[src/rtl/ordered_dither_palette_mapper_assert.svh]
// Assertion helpers for the ordered dither palette mapper.
`ifndef ORDERED_DITHER_PALETTE_MAPPER_ASSERT_SVH
`define ORDERED_DITHER_PALETTE_MAPPER_ASSERT_SVH

// Same-cycle implication, disabled while reset is asserted.
`define ODPM_ASSERT_NOW(label, clk, rstn, ante, cons, msg) \
    label: assert property (@(posedge clk) disable iff (!rstn) (ante) |-> (cons)) \
        else $error(msg);

// Next-cycle implication, disabled while reset is asserted.
`define ODPM_ASSERT_NEXT(label, clk, rstn, ante, cons, msg) \
    label: assert property (@(posedge clk) disable iff (!rstn) (ante) |=> (cons)) \
        else $error(msg);

`endif

[src/rtl/odpm_pkg.sv]
`timescale 1ns / 1ps
`default_nettype none

package odpm_pkg;

    localparam logic [1:0] FUNC_PIXEL       = 2'd0;
    localparam logic [1:0] FUNC_LOAD_MAP    = 2'd1;
    localparam logic [1:0] FUNC_LOAD_QUANT  = 2'd2;
    localparam logic [1:0] FUNC_LOAD_DITHER = 2'd3;

    localparam logic [1:0] CFG_COLOR_MODE    = 2'd0;
    localparam logic [1:0] CFG_USE_MAP       = 2'd1;
    localparam logic [1:0] CFG_CHANNEL_COUNT = 2'd2;
    localparam logic [1:0] CFG_PALETTE_BASE  = 2'd3;

    localparam int CHANNELS  = 3;
    localparam int MAP_DEPTH = 256;
    localparam int POS_W     = 12;
    localparam int MOD_SHIFT = 16;

    localparam int SUM_W = 15;
    localparam logic [SUM_W-1:0] LUM_W_RED   = 15'd35;
    localparam logic [SUM_W-1:0] LUM_W_GREEN = 15'd55;
    localparam logic [SUM_W-1:0] LUM_W_BLUE  = 15'd10;

    localparam int LUM_DIV         = 100;
    localparam int LUM_DIV_SHIFT   = 22;
    localparam int LUM_DIV_MULT    = ((1 << LUM_DIV_SHIFT) + LUM_DIV - 1) / LUM_DIV;
    localparam int LUM_DIV_MULT_W  = $clog2(LUM_DIV_MULT + 1);
    localparam int LUM_PROD_W      = SUM_W + LUM_DIV_MULT_W;

    localparam logic [7:0] GREEN_STRIDE = 8'd6;
    localparam logic [7:0] BLUE_STRIDE  = 8'd36;

    typedef struct packed {
        logic       we;
        logic [7:0] idx;
        logic [7:0] quot;
        logic [7:0] rem;
    } odpm_qload_t;

endpackage

`default_nettype wire

[src/rtl/odpm_quant_lane.sv]
`timescale 1ns / 1ps
`default_nettype none

module odpm_quant_lane #(
    parameter int LEVEL_COUNT = 256
) (
    input  logic                 aclk,
    input  logic                 en,
    input  odpm_pkg::odpm_qload_t load,
    input  logic [7:0]           level_in,
    input  logic [7:0]           threshold,
    output logic [7:0]           level_out
);
    import odpm_pkg::*;

    localparam int LW = $clog2(LEVEL_COUNT);

    logic [15:0]   qr_mem [LEVEL_COUNT];
    logic [15:0]   qr_rd_reg;
    logic [LW-1:0] raddr;

    // saturate lookups beyond the table
    assign raddr = ({1'b0, level_in} < 9'(LEVEL_COUNT)) ? level_in[LW-1:0]
                                                        : LW'(LEVEL_COUNT - 1);

    always_ff @(posedge aclk) begin
        if (en) begin
            if (load.we) begin
                qr_mem[load.idx[LW-1:0]] <= {load.quot, load.rem};
            end
            qr_rd_reg <= qr_mem[raddr];
        end
    end

    assign level_out = qr_rd_reg[15:8] + 8'(qr_rd_reg[7:0] > threshold);

endmodule

`default_nettype wire

[config.mk]
export PLATFORM = sky130hd
export DESIGN_NAME = odpm_quant_lane
export DESIGN_NICKNAME = d
export VERILOG_FILES = /design/src/rtl/ordered_dither_palette_mapper_assert.svh /design/src/rtl/odpm_pkg.sv /design/src/rtl/odpm_quant_lane.sv
export SDC_FILE = /design/constraint.sdc
export NUM_CORES = 2
export LEC_CHECK = 0
export ABC_AREA = 1
export BUFFER_PORTS_ARGS = -buffer_cell sky130_fd_sc_hd__buf_2
export CAP_MARGIN = 20
export CORE_ASPECT_RATIO = 0.75
export CORE_MARGIN = 2
export CORE_UTILIZATION = 24
export CTS_CLUSTER_DIAMETER = 30
export CTS_CLUSTER_SIZE = 24
export DETAILED_ROUTE_END_ITERATION = 12
export PLACE_DENSITY = 0.35
export SETUP_SLACK_MARGIN = 0.05
export SLEW_MARGIN = 20
export SYNTH_ARGS = -nofsm -noshare
export SYNTH_HDL_FRONTEND = slang
export SYNTH_SLANG_ARGS = --single-unit
[constraint.sdc]
create_clock -name aclk -period 7.05 [get_ports aclk]
set_input_delay 1.41 -clock aclk [delete_from_list [all_inputs] [get_ports aclk]]
set_output_delay 1.41 -clock aclk [all_outputs]
set_load 0.03 [all_outputs]
# Word-level counts from Yosys, hierarchy flattened
# Memories as Yosys holds them, arrays and structs flattened. A register that Yosys moved wholly into a read port is not among the register bits.
# Cells that the tools add are included.
# W data, S select, Z words.
# op_classes
order_cmp	1
addsub	1
n_mux	3
# op_table
cell	n
$add A8 B1 Y8	1
$gt A8 B8 Y1	1
$mux W1	3
# word_totals
output_inout_bits	8
memories	1
mem_bits_rw	4096
regBits	0
wordCells	6
# memory_table
name	depth	word_bits	rd	rd_ports_with_merged_regs	wr	line	rtl
qr_mem	256	16	1	1	1	odpm_quant_lane.sv:18	logic [15:0] qr_mem [LEVEL_COUNT];

# Longest topological paths before layout
# depth
ltp_word	3
mapped_depth	15

# Worst setup path before layout
# No wires, ideal clock.
# synth_timing
path_kind	input port to output port
from	input threshold[3]
to	output level_out[7]
cell_stages	12
required_time_ns	5.640
t_arrival_ns	3.431
setup_slack_ns	2.209
cell_sequence	inv_1 -> ha_1 -> nand2_1 -> o21ai_0 -> a21oi_1 -> nand3b_1 -> a31oi_1 -> ha_1 -> and3_1 -> nand4_1 -> nor2_1 -> xor2_1
# synth_between
elab_chain_cells	2
# synth_rtl
element	line	rtl
start: declaration	odpm_quant_lane.sv:11	input logic [7:0] threshold,
$gt A8 B8 Y1	odpm_quant_lane.sv:35	assign level_out = qr_rd_reg[15:8] + 8'(qr_rd_reg[7:0] > threshold);
$add A8 B1 Y8	odpm_quant_lane.sv:35	
end: declaration	odpm_quant_lane.sv:12	output logic [7:0] level_out
# No other way between the ends.

# Final worst setup path
# layout_timing
from	register qr_rd_reg[3] (read register of qr_mem)
to	output level_out[5]
# layout_between
elab_chain_cells	2
# layout_rtl
element	line	rtl
start: declaration	odpm_quant_lane.sv:19	logic [15:0] qr_rd_reg;
$gt A8 B8 Y1	odpm_quant_lane.sv:35	
$add A8 B1 Y8	odpm_quant_lane.sv:35	
# No other way between the ends.

==> key figures <==
Run status
  – Outcome: finished, final reports clean

Synth
  – Flop and latch count out of synthesis: around 4000
  – Most common cell in the netlist: nand2_1
  – Synthesis Warnings: 0
  – Yosys cell types: 23
  – Ranking of synthesized cells by area: edfxtp_1, nand3_1, nand2_1
  – Mapped Cells: approximately 14000
  – Syn Std Cell Area: 166000 sq um
  – Synth area leader: edfxtp_1
  – Number of enable flip-flop cells after synthesis: 4112
  – Synthesized Nets: between 10000 and 15000
  – Top-area cell type share of the netlist area: between 70% and 80%
  – Syn_area_per_cell: 12.2 sq um
  – Post-synthesis sequential area ratio: about 74%
  – Fraction of registers with async set/reset: 0%
  – Post-synth top cells: nand2_1, edfxtp_1, nand3_1, buf_2, nor2_1
  – Primary FF master, synth: edfxtp_1

Setup path
  – Max stage delay on crit path: 0.73 ns
  – Critical path's slowest cell: xor2_2
  – CP required: 5.64 ns
  – Stages on worst setup path: 12
  – Crit path DAT: ~4.7 ns
  – Crit-path leading delay family: XOR/XNOR gates
  – Setup CP Type: flop to output pin
  – Buf/Inv on CP: 2
  – Worst Setup Start Kind: flop
  – Max FO, Critical Path: 2
  – CP cell instances: ha_1, nand2_1, o21ai_0, a21oi_1, nand3b_1, a31oi_1, ha_1, nand2_1, nor2_1, xor2_2, buf_4, buf_2
  – R2R depth: 10
  – Crit. End Element: output pin

STA
  – Slew Viols, Final: 0
  – Final Hold Fails: 0
  – RSZ-0062 raised after global routing: no
  – Setup Skew: 0.103 ns
  – PnR worst setup slack: roughly 0.96 ns
  – Achievable Freq: 164 MHz
  – Final setup violation count: 0
  – Least-Margin Pin Slew: 1.13 ns
  – Headroom to the max-slew limit: between 20% and 30%
  – Crit path time final: a little over 6 ns
  – Setup TNS Final: 0 ns
  – Final period utilization: 86.4%

Clock tree
  – Sink Count: approximately 4100
  – Reg clk slew, reported paths: ~0.050 ns
  – Post-CTS setup buffer count: 0
  – Htree depth: 6
  – Hold buffer count at cts: 0
  – Skew-Pair Late Insertion Delay: 1.13 ns
  – Total CTS buffers: 850
  – Post-CTS resize count: 0
  – CTS tree: yes
  – Clock buffer depth: 4
  – Root Buffer: clkbuf_16

Power
  – Seq pwr share: between 30% and 40%
  – Lkg Pwr: between 70 and 80 nW
  – Sw frac: 23.2%
  – PwrDens: ~340 nW/um^2
  – Net Sw Power: 16.5 mW
  – Clock power share: 56.8%
  – Pint: roughly 54 mW
  – Tot Pwr: approximately 71 mW
  – VDD IR-drop max: 265 uV
  – Logic pwr share: under 10%

Routing
  – Final ANT Viol Nets: 0
  – DR WL/cell: 25.9 microns
  – Final WL: 624000 microns
  – Metal2 WL: between 200000 and 300000 microns
  – Routed vias: between 100k and 150k
  – Top Metal Used: met5
  – Post-Route M1 WL: 315000 microns
  – Vias per inst: approximately 4.6
  – DRC viols: 0
  – DR pass1 iterations: 5
  – Initial DRC Count: 10842
  – Met3 wire length: between 30000 and 40000 microns

Layout
  – Core Util, Final: a little under a third
  – Max FFs per register: 4096
  – Share of cells above drive strength 1: roughly 14%
  – Fin nets: between 10000 and 15000
  – Post-route cell area: about 210000 sq um
  – Area Overhead vs Synth: 25.0%

GRT
  – GRT Overall Usage: between 15 and 20%
  – First-pass GRT wire length: just under 900000 microns
  – Vias in the first global route: roughly 100k
  – Largest net degree at the start of global routing: 135
  – Congestion Overflow GR: 0
  – Initial antenna violation count: 57

Placement
  – Dpl cell area: about 180000 sq um
  – Dpl hpwl: roughly 350000 microns
  – Pre-CTS WS: 1.17 ns
  – RePlAce Congestion: between 0.7 and 0.8
  – PortBufs: 50

Floorplan
  – Die area: 699000 sq um
  – Starting density of the core: between 20 and 25%
  – Core Area: approximately 690000 sq um
  – Die Ht: 724 microns
  – Die X-Extent: about 960 microns
  – Rows: 264
  – Ports: roughly 50

Worst hold path
  – Hold depth: 1
  – Worst min path class: input port to flop

Job
  – Max-cap check violation count: 0
==> final cells by class <==
type / instances / area [sq um]
fill: 69867 / 482000
sequential: 4112 / 123000
multi-input combinational: 8568 / 37900
clock buffer: 975 / 22000
tap: 9177 / 11500
clock inverter: 616 / 6800
timing repair buffer: 571 / 5640
inverter: 51 / 245
antenna: 27 / 67.6
==> kinds of logic after synthesis <==
family | Yosys count | share of synthesized area, %
xor+xnor | 6 | 0.0316
flops | 4112 | 74.3
buf+inv | 988 | 3.17
simple gates | 8545 | 22.4
fa+ha+maj | 10 | 0.0753
compound gates | 7 | 0.0218
==> worst paths after layout <==
check                                     from             end  slack, ns
worst max-delay path              qr_rd_reg[3]    level_out[5]       0.96
worst min-delay path                  load[15]  qr_mem[15][15]       0.72
worst max register to register  qr_mem[171][6]    qr_rd_reg[6]       4.55
worst min register to register  qr_mem[68][15]   qr_rd_reg[15]       1.14
==> layer usage <==
layer	up-vias	track usage, %
li1	50331	-
met1	55646	27.0
met2	3049	24.9
met3	742	2.79
met4	2	3.52
met5	-	0
==> cell usage in the layout (no fill, tap or decap), types with 28 or more instances in the layout <==
| cell type | Yosys | routed |
|---|---|---|
| clkinv_2 | 0 | 177 |
| nor2_2 | 0 | 114 |
| nor2_4 | 0 | 29 |
| clkbuf_1 | 158 | 112 |
| buf_12 | 1 | 101 |
| clkinvlp_4 | 0 | 82 |
| clkinv_1 | 0 | 153 |
| buf_2 | 504 | 28 |
| nand3_1 | 4037 | 4037 |
| clkbuf_16 | 0 | 863 |
| edfxtp_1 | 4112 | 4112 |
| nand2_1 | 4218 | 4202 |
| clkinv_4 | 0 | 33 |
| buf_4 | 127 | 418 |
| inv_1 | 47 | 45 |
| bufinv_16 | 0 | 121 |
| nor2_1 | 286 | 143 |
==> worst reg2reg max path, delay by kind of cell, from the launching register on <==
family | cells | cell delay, ns
DFF | 1 | 0.35
and+or+nand+nor | 10 | 1.95
==> through the flow <==
stage               hold slack, ns  cells
CTS                          0.626  24067
detailed placement            1.14  22476
floorplan                    0.911  13668
global placement              1.14  22475
global route                 0.667  24074
finish                       0.722  24097
==> power by group through the flow <==
stage,Clock (mW),Sequential [mW],Combinational [mW]
2_1_floorplan,0,27.5,1.68
3_3_place_gp,0,27.5,3.61
3_5_place_dp,0,27.5,3.60
4_1_cts,41.1,27.0,3.60
5_1_grt,42.3,27.0,3.83
6_report,40.3,27.1,3.54
No activity file was read; power rests on OpenSTA's default activity.
